## src/rtl/core/spq_pkg.sv

```systemverilog
`default_nettype none
// ---------------------------------------------------------------------------
// spq_pkg
// Shared types and constants of the sorted priority queue.
// ---------------------------------------------------------------------------
package spq_pkg;

   // Defaults for the top-level parameters.
   localparam int QUEUE_DEPTH_DEF   = 16;
   localparam int PRIORITY_BITS_DEF = 8;

   // Fixed port widths.
   localparam int OPCODE_W    = 1;
   localparam int DATA_W      = 32;
   localparam int PORT_PRIO_W = 8;
   localparam int STATUS_W    = 3;
   localparam int OCC_W       = 5;

   typedef enum logic [OPCODE_W-1:0] {
      OP_ENQUEUE = 1'b0,
      OP_DEQUEUE = 1'b1
   } opcode_type;

   typedef enum logic [STATUS_W-1:0] {
      ST_AHEAD = 3'd0,
      ST_END   = 3'd1,
      ST_FULL  = 3'd2,
      ST_DEQ   = 3'd3,
      ST_EMPTY = 3'd4
   } status_type;

   typedef enum logic [1:0] {
      S_IDLE,
      S_EXEC,
      S_RESP
   } ctrl_state_type;

   // Commands from the controller to the datapath.
   typedef struct packed {
      logic load;   // capture the request fields
      logic exec;   // update the cell array and the result registers
   } ctrl_cmd_type;

endpackage : spq_pkg
`default_nettype wire

```

## src/rtl/core/spq_ctrl.sv

```systemverilog
`default_nettype none
// ---------------------------------------------------------------------------
// spq_ctrl
// Sequencer: capture a request, run the update, present the result.
// ---------------------------------------------------------------------------
module spq_ctrl
   import spq_pkg::*;
(
   input  wire logic         clock,
   input  wire logic         reset,
   input  wire logic         start,
   output      logic         busy,
   output      logic         rsp_valid,
   output      ctrl_cmd_type cmd
);

   ctrl_state_type state_ff;
   ctrl_state_type state_in;

   always_ff @(posedge clock) begin
      if (reset) begin
         state_ff <= S_IDLE;
      end else begin
         state_ff <= state_in;
      end
   end

   always_comb begin
      state_in  = state_ff;
      busy      = 1'b0;
      rsp_valid = 1'b0;
      cmd.load  = 1'b0;
      cmd.exec  = 1'b0;
      unique case (state_ff)
         S_IDLE: begin
            if (start) begin
               cmd.load = 1'b1;
               state_in = S_EXEC;
            end
         end
         S_EXEC: begin
            busy     = 1'b1;
            cmd.exec = 1'b1;
            state_in = S_RESP;
         end
         S_RESP: begin
            // A new item may be taken while the result is on the ports.
            rsp_valid = 1'b1;
            if (start) begin
               cmd.load = 1'b1;
               state_in = S_EXEC;
            end else begin
               state_in = S_IDLE;
            end
         end
         default: begin
            state_in = S_IDLE;
         end
      endcase
   end

endmodule : spq_ctrl
`default_nettype wire

```

## src/rtl/core/spq_datapath.sv

```systemverilog
`default_nettype none
// ---------------------------------------------------------------------------
// spq_datapath
// Row of sorted cells with parallel compare, shift insert and shift remove.
// ---------------------------------------------------------------------------
module spq_datapath
   import spq_pkg::*;
#(
   parameter int QUEUE_DEPTH   = QUEUE_DEPTH_DEF,
   parameter int PRIORITY_BITS = PRIORITY_BITS_DEF
)
(
   input  wire logic                     clock,
   input  wire logic                     reset,
   input  wire ctrl_cmd_type             cmd,
   input  wire logic [OPCODE_W-1:0]      req_opcode,
   input  wire logic signed [DATA_W-1:0] req_entry_data,
   input  wire logic [PORT_PRIO_W-1:0]   req_entry_priority,
   output      logic [STATUS_W-1:0]      rsp_status,
   output      logic [PORT_PRIO_W-1:0]   rsp_out_priority,
   output      logic signed [DATA_W-1:0] rsp_out_data,
   output      logic [OCC_W-1:0]         rsp_occupancy
);

   // Stored priority width: only the low PRIORITY_BITS of the port are used.
   localparam int SW = (PRIORITY_BITS < PORT_PRIO_W) ? PRIORITY_BITS : PORT_PRIO_W;
   localparam int CW = $clog2(QUEUE_DEPTH + 1);

   // Captured request.
   opcode_type         op_ff;
   logic [DATA_W-1:0]  data_ff;
   logic [SW-1:0]      prio_ff;

   // Cell array and fill count.
   logic [SW-1:0]      cell_prio_ff [QUEUE_DEPTH];
   logic [SW-1:0]      cell_prio_in [QUEUE_DEPTH];
   logic [DATA_W-1:0]  cell_data_ff [QUEUE_DEPTH];
   logic [DATA_W-1:0]  cell_data_in [QUEUE_DEPTH];
   logic [CW-1:0]      count_ff;
   logic [CW-1:0]      count_in;

   // Result registers.
   status_type         status_ff;
   status_type         status_in;
   logic [SW-1:0]      out_prio_ff;
   logic [SW-1:0]      out_prio_in;
   logic [DATA_W-1:0]  out_data_ff;
   logic [DATA_W-1:0]  out_data_in;

   logic [QUEUE_DEPTH-1:0] gt_v;
   logic [QUEUE_DEPTH-1:0] open_v;
   logic [QUEUE_DEPTH-1:0] prev_open_v;
   logic                   full;
   logic                   empty;
   logic                   do_enq;
   logic                   do_deq;

   always_ff @(posedge clock) begin
      if (cmd.load) begin
         op_ff   <= opcode_type'(req_opcode);
         data_ff <= req_entry_data;
         prio_ff <= req_entry_priority[SW-1:0];
      end
   end

   assign full   = (count_ff == CW'(QUEUE_DEPTH));
   assign empty  = (count_ff == '0);
   assign do_enq = cmd.exec && (op_ff == OP_ENQUEUE) && !full;
   assign do_deq = cmd.exec && (op_ff == OP_DEQUEUE) && !empty;

   // An open cell is one at or past the insertion point. Because stored
   // entries are sorted, the open cells form one run up to the end.
   for (genvar g = 0; g < QUEUE_DEPTH; g++) begin : g_cell
      assign gt_v[g]   = (count_ff > CW'(g)) && (cell_prio_ff[g] > prio_ff);
      assign open_v[g] = !(count_ff > CW'(g)) || gt_v[g];

      if (g == 0) begin : g_first
         assign prev_open_v[g] = 1'b0;
      end else begin : g_rest
         assign prev_open_v[g] = open_v[g-1];
      end

      always_comb begin
         cell_prio_in[g] = cell_prio_ff[g];
         cell_data_in[g] = cell_data_ff[g];
         if (do_enq && open_v[g]) begin
            if (!prev_open_v[g]) begin
               cell_prio_in[g] = prio_ff;
               cell_data_in[g] = data_ff;
            end else begin
               cell_prio_in[g] = cell_prio_ff[(g == 0) ? 0 : g-1];
               cell_data_in[g] = cell_data_ff[(g == 0) ? 0 : g-1];
            end
         end else if (do_deq) begin
            cell_prio_in[g] = cell_prio_ff[(g == QUEUE_DEPTH-1) ? g : g+1];
            cell_data_in[g] = cell_data_ff[(g == QUEUE_DEPTH-1) ? g : g+1];
         end
      end

      always_ff @(posedge clock) begin
         cell_prio_ff[g] <= cell_prio_in[g];
         cell_data_ff[g] <= cell_data_in[g];
      end
   end

   always_comb begin
      count_in    = count_ff;
      status_in   = status_ff;
      out_prio_in = out_prio_ff;
      out_data_in = out_data_ff;
      if (cmd.exec) begin
         out_prio_in = '0;
         out_data_in = '0;
         unique case (op_ff)
            OP_ENQUEUE: begin
               if (full) begin
                  status_in = ST_FULL;
               end else begin
                  count_in  = count_ff + CW'(1);
                  status_in = (|gt_v) ? ST_AHEAD : ST_END;
               end
            end
            OP_DEQUEUE: begin
               if (empty) begin
                  status_in = ST_EMPTY;
               end else begin
                  count_in    = count_ff - CW'(1);
                  status_in   = ST_DEQ;
                  out_prio_in = cell_prio_ff[0];
                  out_data_in = cell_data_ff[0];
               end
            end
            default: begin
               status_in = status_ff;
            end
         endcase
      end
   end

   always_ff @(posedge clock) begin
      if (reset) begin
         count_ff <= '0;
      end else begin
         count_ff <= count_in;
      end
   end

   always_ff @(posedge clock) begin
      status_ff   <= status_in;
      out_prio_ff <= out_prio_in;
      out_data_ff <= out_data_in;
   end

   assign rsp_status       = status_ff;
   assign rsp_out_priority = PORT_PRIO_W'(out_prio_ff);
   assign rsp_out_data     = out_data_ff;
   assign rsp_occupancy    = OCC_W'(count_ff);

endmodule : spq_datapath
`default_nettype wire

```

## src/rtl/core/sorted_priority_queue.sv

```systemverilog
`default_nettype none
// ---------------------------------------------------------------------------
// sorted_priority_queue
// Bounded priority queue kept in ascending priority order in a row of cells.
// ---------------------------------------------------------------------------
// Flow: an accepted item is captured, the cell row updates in the EXEC state and
// the result strobe is shown in the RESP state that follows.
// The block takes no new item during the update; the next item is taken in the
// same cycle as the result strobe.
// Results cannot be held off, so nothing else ever stalls the block.
// Reset clears the controller and the entry count; cell contents are not
// cleared and are never read before they are written.
// ---------------------------------------------------------------------------
module sorted_priority_queue
   import spq_pkg::*;
#(
   parameter int QUEUE_DEPTH   = QUEUE_DEPTH_DEF,
   parameter int PRIORITY_BITS = PRIORITY_BITS_DEF
)
(
   input  wire logic                     clock,
   input  wire logic                     reset,
   input  wire logic                     start,
   output      logic                     busy,
   input  wire logic [OPCODE_W-1:0]      req_opcode,
   input  wire logic signed [DATA_W-1:0] req_entry_data,
   input  wire logic [PORT_PRIO_W-1:0]   req_entry_priority,
   output      logic                     rsp_valid,
   output      logic [STATUS_W-1:0]      rsp_status,
   output      logic [PORT_PRIO_W-1:0]   rsp_out_priority,
   output      logic signed [DATA_W-1:0] rsp_out_data,
   output      logic [OCC_W-1:0]         rsp_occupancy
);

   // The controller sequences each item through capture, update and result;
   // the datapath owns the cells, the entry count and the result registers.
   ctrl_cmd_type cmd;

   spq_ctrl u_ctrl (
      .clock     (clock),
      .reset     (reset),
      .start     (start),
      .busy      (busy),
      .rsp_valid (rsp_valid),
      .cmd       (cmd)
   );

   // Every cell compares its priority against the new one in parallel, so an
   // insert or a removal shifts the whole row together. Entries of
   // equal priority stay in arrival order because a new entry only goes
   // ahead of strictly greater priorities.
   spq_datapath #(
      .QUEUE_DEPTH   (QUEUE_DEPTH),
      .PRIORITY_BITS (PRIORITY_BITS)
   ) u_datapath (
      .clock              (clock),
      .reset              (reset),
      .cmd                (cmd),
      .req_opcode         (req_opcode),
      .req_entry_data     (req_entry_data),
      .req_entry_priority (req_entry_priority),
      .rsp_status         (rsp_status),
      .rsp_out_priority   (rsp_out_priority),
      .rsp_out_data       (rsp_out_data),
      .rsp_occupancy      (rsp_occupancy)
   );

endmodule : sorted_priority_queue
`default_nettype wire

```

## config.mk

```make
export PLATFORM = sky130hd
export DESIGN_NAME = sorted_priority_queue
export DESIGN_NICKNAME = d
export VERILOG_FILES = /design/src/rtl/core/spq_pkg.sv /design/src/rtl/core/spq_ctrl.sv /design/src/rtl/core/spq_datapath.sv /design/src/rtl/core/sorted_priority_queue.sv
export SDC_FILE = /design/constraint.sdc
export NUM_CORES = 2
export LEC_CHECK = 0
export BUFFER_PORTS_ARGS = -buffer_cell sky130_fd_sc_hd__buf_2
export CAP_MARGIN = 20
export CORE_UTILIZATION = 50
export CTS_CLUSTER_DIAMETER = 150
export DETAILED_ROUTE_END_ITERATION = 8
export GPL_TIMING_DRIVEN = 0
export HOLD_SLACK_MARGIN = 0.1
export PLACE_DENSITY_LB_ADDON = 0.3
export RECOVER_POWER = 50
export SLEW_MARGIN = 10
export SYNTH_ARGS = -nofsm -noshare
export SYNTH_HDL_FRONTEND = slang
export SYNTH_SLANG_ARGS = --single-unit
```

## constraint.sdc

```tcl
create_clock -name clock -period 5.8 [get_ports clock]
set_input_delay 0.58 -clock clock [delete_from_list [all_inputs] [get_ports clock]]
set_output_delay 0.58 -clock clock [all_outputs]
set_load 0.03 [all_outputs]
```

# ---- Yosys cells after proc, flatten, opt, wreduce, memory -nomap -nowiden
# Memory sizes are Yosys's and may differ from the RTL's.
# Index checks and enable logic that the tools add are counted.
# W data, S select, Z words.
dict set report word_totals {
  regBits 91
  ramBits 640
  output_inout_bits 50
  elab_cells 233
  n_memories 2
}
dict set report op_classes {
  n_addsub 2
  magnitude_cmp 32
  eq_ne 6
  muxes 106
  n_bitwise 1
  reduce_logical 76
}
# name depth word_bits rd rd_clocked_by_memory_dff wr line_no
set memory_table {}
lappend memory_table {u_datapath.cell_data_ff 16 32 16 0 16 spq_datapath.sv:37} ;# logic [DATA_W-1:0] cell_data_ff [QUEUE_DEPTH];
lappend memory_table {u_datapath.cell_prio_ff 16 8 16 0 16 spq_datapath.sv:35} ;# logic [SW-1:0] cell_prio_ff [QUEUE_DEPTH];
# cell n
set ops {}
lappend ops {{$mux W32} 46}
lappend ops {{$mux W8} 46}
lappend ops {{$gt A8 B8 Y1} 16}
lappend ops {{$gt A5 B4 Y1 const B} 8}
lappend ops {{$logic_and A1 B1 Y1} 36}
lappend ops {{$gt A5 B3 Y1 const B} 4}
lappend ops {{$logic_not A1 Y1} 18}
lappend ops {{$logic_or A1 B1 Y1} 16}
lappend ops {{$reduce_or A16 Y1} 1}
lappend ops {{$gt A5 B1 Y1 const B} 2}
lappend ops {{$gt A5 B2 Y1 const B} 2}
lappend ops {{$mux W5} 2}
lappend ops {{$pmux W5 S2} 1}
lappend ops {{$mux W1} 6}
lappend ops {{$mux W3} 2}
lappend ops {{$ne A2 B2 Y1 const B} 3}
lappend ops {{$pmux W2 S3} 1}
lappend ops {{$pmux W3 S2} 1}
lappend ops {{$add A5 B1 Y5 const B} 1}
lappend ops {{$eq A5 B5 Y1 const B} 1}
lappend ops {{$logic_not A5 Y1} 1}
lappend ops {{$sub A5 B1 Y5 const B} 1}
lappend ops {{$reduce_or A2 Y1} 2}
lappend ops {{$reduce_and A3 Y1} 1}
lappend ops {{other kinds (5)} 5}

# ---- Depth between registers and ports, before layout
# An unclocked memory read counts as a cell.
dict set report logic_depth {
  ltp_word 7
  depth_mapped 12
  mapped_depth_nobuf 9
}

# ---- By module
# Synthesis repeated with hierarchy kept, for this count alone.
dict set report hier_totals {
  cells_unflattened 3268
  hier_area_um2 38187.9
}
# mod instances cells_per_inst area_each_um2 seq_area_each_um2
set modules_own_cells {}
lappend modules_own_cells {spq_datapath 1 3260 38101.5 21840.9}
lappend modules_own_cells {spq_ctrl 1 8 86.3 40.0}

# ---- Worst setup path after synthesis
# No wires, ideal clock.
dict set report synth_path {
  path_type {register to register}
  from {reg, netlist name u_ctrl.state_ff[0]}
  to {mem u_datapath.cell_data_ff[10][0], in the netlist u_datapath.cell_data_ff[1][64], enable pin}
  setup_time_ns 0.493
  arrival_ns 6.062
  required_ns 5.307
  path_slack_ns -0.755
  stages_incl_launch_ff 4
  path_buffers 0
  synth_period_minus_slack_ns 6.555
  path_cell_list {dfxtp_1 -> nor2b_1 -> nand2_1 -> o21ai_0}
}
# element line_no
set synth_lines {}
lappend synth_lines {{end: declaration} spq_datapath.sv:37}

==> impl_metrics.py <==
metrics = {
    "run_status": {
        "outcome": "finished, violations left",
        "violations": "max-capacitance violations, max-slew violations",
    },
    "detailed_routing": {
        "routed-via-count": 28000,
        "dr.pass1.iters": 6,
        "drtIter0Drc": 2814,
        "wl_per_cell_um": 25.4,
        "viasPerCell": 6.18,
        "drc_errors": 0,
        "drt-total-wl_um": 115000,
        "ant_nets": 0,
    },
    "clock_network": {
        "cts_buffers": 81,
        "clkLatencyLatePin_ns": 0.65,
        "cts-root-buf": "clkbuf_16",
        "clock-sinks": 731,
        "cts_buffer_depth": 3,
        "htreeDepth": 3,
        "cts_tree": "built",
        "post_cts_buffers": 0,
        "clkTransAtPathRegs_ns": 0.06,
    },
    "floorplan": {
        "io_pins": 94,
        "floorplan.initialDensity_pct": 50.5,
        "die_area_sq_um": 77700,
        "die_h_um": 279,
        "num_rows": 101,
        "die_w_um": 279,
        "core_sq_um": 75800,
    },
    "global_routing": {
        "first_global_vias": 27900,
        "grt_max_degree": 41,
        "grt_pass1_wl_um": 172000,
        "grt_usage_pct": 29.5,
        "grt_overflow": 0,
        "antenna_found_initial": 6,
    },
    "sta": {
        "fmax_mhz": 181,
        "finalCritPeriodShare_pct": 95.5,
        "period_minus_slack_ns": 5.54,
        "worst_pin_slew_ns": 2.09,
        "slew_headroom_pct": -40.0,
        "setup_viol_count_final": 0,
        "holdWs_ns": 0.122,
        "fin_setup_tns_ns": 0,
        "slew_viol_final": 109,
        "finalHoldViolCount": 0,
        "rsz0062_at_grt": "false",
        "skew_ns": 0.0354,
    },
    "min_path": {
        "holdCritPathClass": "input port to flop",
    },
    "layout": {
        "syn2layout_area_growth_pct": 12.5,
        "nNetsFinal": 3670,
        "final_cells": 4535,
        "drive_gt1_share_pct": 9.54,
        "nFillCells": 6453,
        "finish.utilization_pct": 56.8,
    },
    "yosys": {
        "syn_nets": 3452,
        "synth-seq-cells": 731,
        "syn_area_sq_um": 38300,
        "synth_top_cell_by_area": "edfxtp_1",
        "synthDistinctLibCells": 62,
        "yosysWarnings": 0,
        "syn-mean-instance-area_sq_um": 11.7,
        "synth_edf_count": 724,
        "synthTopCellsByCount": "edfxtp_1 (724), mux2i_1 (548), nand2_1 (477)",
        "synth_top_area_share_pct": 56.8,
        "synthFlopType": "edfxtp_1",
        "yosysMostFrequentCell": "edfxtp_1",
        "yosysSeqAreaShare_pct": 57.1,
        "async_flop_share_pct": 0,
        "synth_cells": 3274,
        "synth_area_leaders": "edfxtp_1 (57%), mux2i_1 (14%), o21ai_0 (5.5%), nand2_1 (4.7%), ha_1 (4.4%)",
    },
    "pwr": {
        "p_leak_nw": 15.9,
        "power_density_nw_per_um2": 301,
        "peakVddDrop_v": 0.000223,
    },
    "setup_path": {
        "cp.required_ns": 6.12,
        "cp_max_fo": 21,
        "arrival_ns": 5.86,
        "worstSetupPathType": "flop to flop",
        "end_kind": "flop",
        "cp-start-kind": "flop",
    },
    "place": {
        "dp_hpwl_um": 81100,
        "dpl.cell_count": 4368,
        "place.gp.congestion": 0.937,
        "port_buffers": 93,
    },
    "job": {
        "max_cap_viol_count": 8,
    },
}
area by class of cell:
class	count	area (sq um)	share of cell area, %
clock inverters	43	384	0.892
diodes	2	5.00	0.0116
inverters	32	120	0.279
repair buffers	135	972	2.26
flip-flops and latches	731	21900	50.8
multi-input cells	2269	15300	35.5
well taps	978	1220	2.84
clock buffers	103	2170	5.05
plain buffers	242	1030	2.38
through the flow:
stage / worst slack [ns] / cell area, sq um / total power [mW]
after global placement: -3.29 / 40000 / 7.90
after floorplan: 0.310 / 38300 / 7.37
after CTS: 0.575 / 43300 / 13.0
after detailed placement: 0.611 / 40500 / 7.96
final: 0.262 / 43100 / 13.0
after global routing: 0.180 / 43100 / 13.3
routing by layer:
metal | wire, um | track usage (%) | share of wire (%) | vias to the layer above
met5 | 16 | 0 | 0.014 | -
met4 | 4940 | 12.6 | 4.3 | 4
met3 | 10200 | 4.98 | 8.8 | 243
met2 | 51000 | 45.8 | 44 | 1391
met1 | 48900 | 41.1 | 43 | 13900
li1 | - | - | - | 12500
registers in the layout, summed over array words and instances, names as in the netlist:
signal / count
u_datapath.rsp_out_data: 32
u_datapath.rsp_status: 3
u_datapath.data_ff: 32
u_datapath.cell_data_ff: 512
u_datapath.rsp_occupancy: 5
u_ctrl.state_ff: 2
u_datapath.op_ff: 1
u_datapath.rsp_out_priority: 8
u_datapath.prio_ff: 8
u_datapath.cell_prio_ff: 128
critical path, cell delays in order, from the launching register on:
cell      delay, ns
edfxtp_1       0.53
inv_1          0.86
ha_1           0.39
nand4_1        0.13
nor2_1         0.06
o22ai_1        0.40
nor2_1         0.28
clkbuf_1       0.32
buf_2          0.31
o21ai_1        1.59
buf_12         0.29
final timing paths:
path	start	depth (start not counted)	slack (ns)	end
min	req_entry_data[28]	1	0.12	u_datapath.data_ff[28]$_DFFE_PP_
min reg2reg	u_datapath.cell_data_ff[1][234]$_DFFE_PP_	2	0.52	u_datapath.cell_data_ff[1][202]$_DFFE_PP_
max reg2reg	u_datapath.prio_ff[1]$_DFFE_PP_	10	0.26	u_datapath.cell_data_ff[1][74]$_DFFE_PP_
max	u_datapath.prio_ff[1]$_DFFE_PP_	10	0.26	u_datapath.cell_data_ff[1][74]$_DFFE_PP_
where the power goes:
| group | internal, mW | switching (mW) | leakage [nW] |
|---|---|---|---|
| Clock | 2.88 | 2.21 | 1.24 |
| Combinational | 0.534 | 1.03 | 7.89 |
| Sequential | 6.15 | 0.185 | 6.72 |
layout by cell type, fill, tap and decap left out, types with 5 or more instances in the layout:
master         synthesis  layout
buf_2                 80     105
nand2_1              477     465
a211oi_1              12      12
ha_1                 134     134
dfxtp_1                7       7
nand4_1               28      28
buf_12                 0      15
o211ai_1              10      10
o21ai_1               44      44
and2_0                 0      31
mux2_1                14      14
nor2_1               164     164
o21ai_0              421     421
clkinv_2               0      15
mux2i_1              548     548
buf_1                  7       7
clkbuf_1             143     237
edfxtp_1             724     724
mux2_2                66      66
a21oi_1              183     183
buf_4                 12      11
nor2b_1               17      17
clkbuf_16              0      84
dlygate4sd3_1          0      19
and2_1                43      12
clkinv_1               0      15
inv_1                 32      32
a21o_1                19      19
nand2_2                0      12
nand3_1                8       8
nand2b_1              15      14
bufinv_16              0       5
what timing repair did:
| action | in CTS | in global routing |
|---|---|---|
| hold buffers | 19 | 0 |
| endpoints found under the hold margin | 19 | 0 |
| gates resized for setup | 0 | 0 |
kinds of logic (layout without fill, tap and decap cells):
| logic type | Yosys count | count (layout) | share of synthesized area, % |
|---|---|---|---|
| adder cells (fa/ha/maj) | 134 | 134 | 4.38 |
| AND/OR/NAND/NOR | 777 | 777 | 8.56 |
| flip-flops | 731 | 731 | 57.1 |
| AO/OA/AOI/OAI | 727 | 727 | 10.1 |
| XOR/XNOR | 3 | 3 | 0.0686 |
| other | 0 | 2 | 0 |
| buffers and inverters | 274 | 555 | 3.07 |
| multiplexers | 628 | 628 | 16.7 |
(Power assumes the default switching activity.)
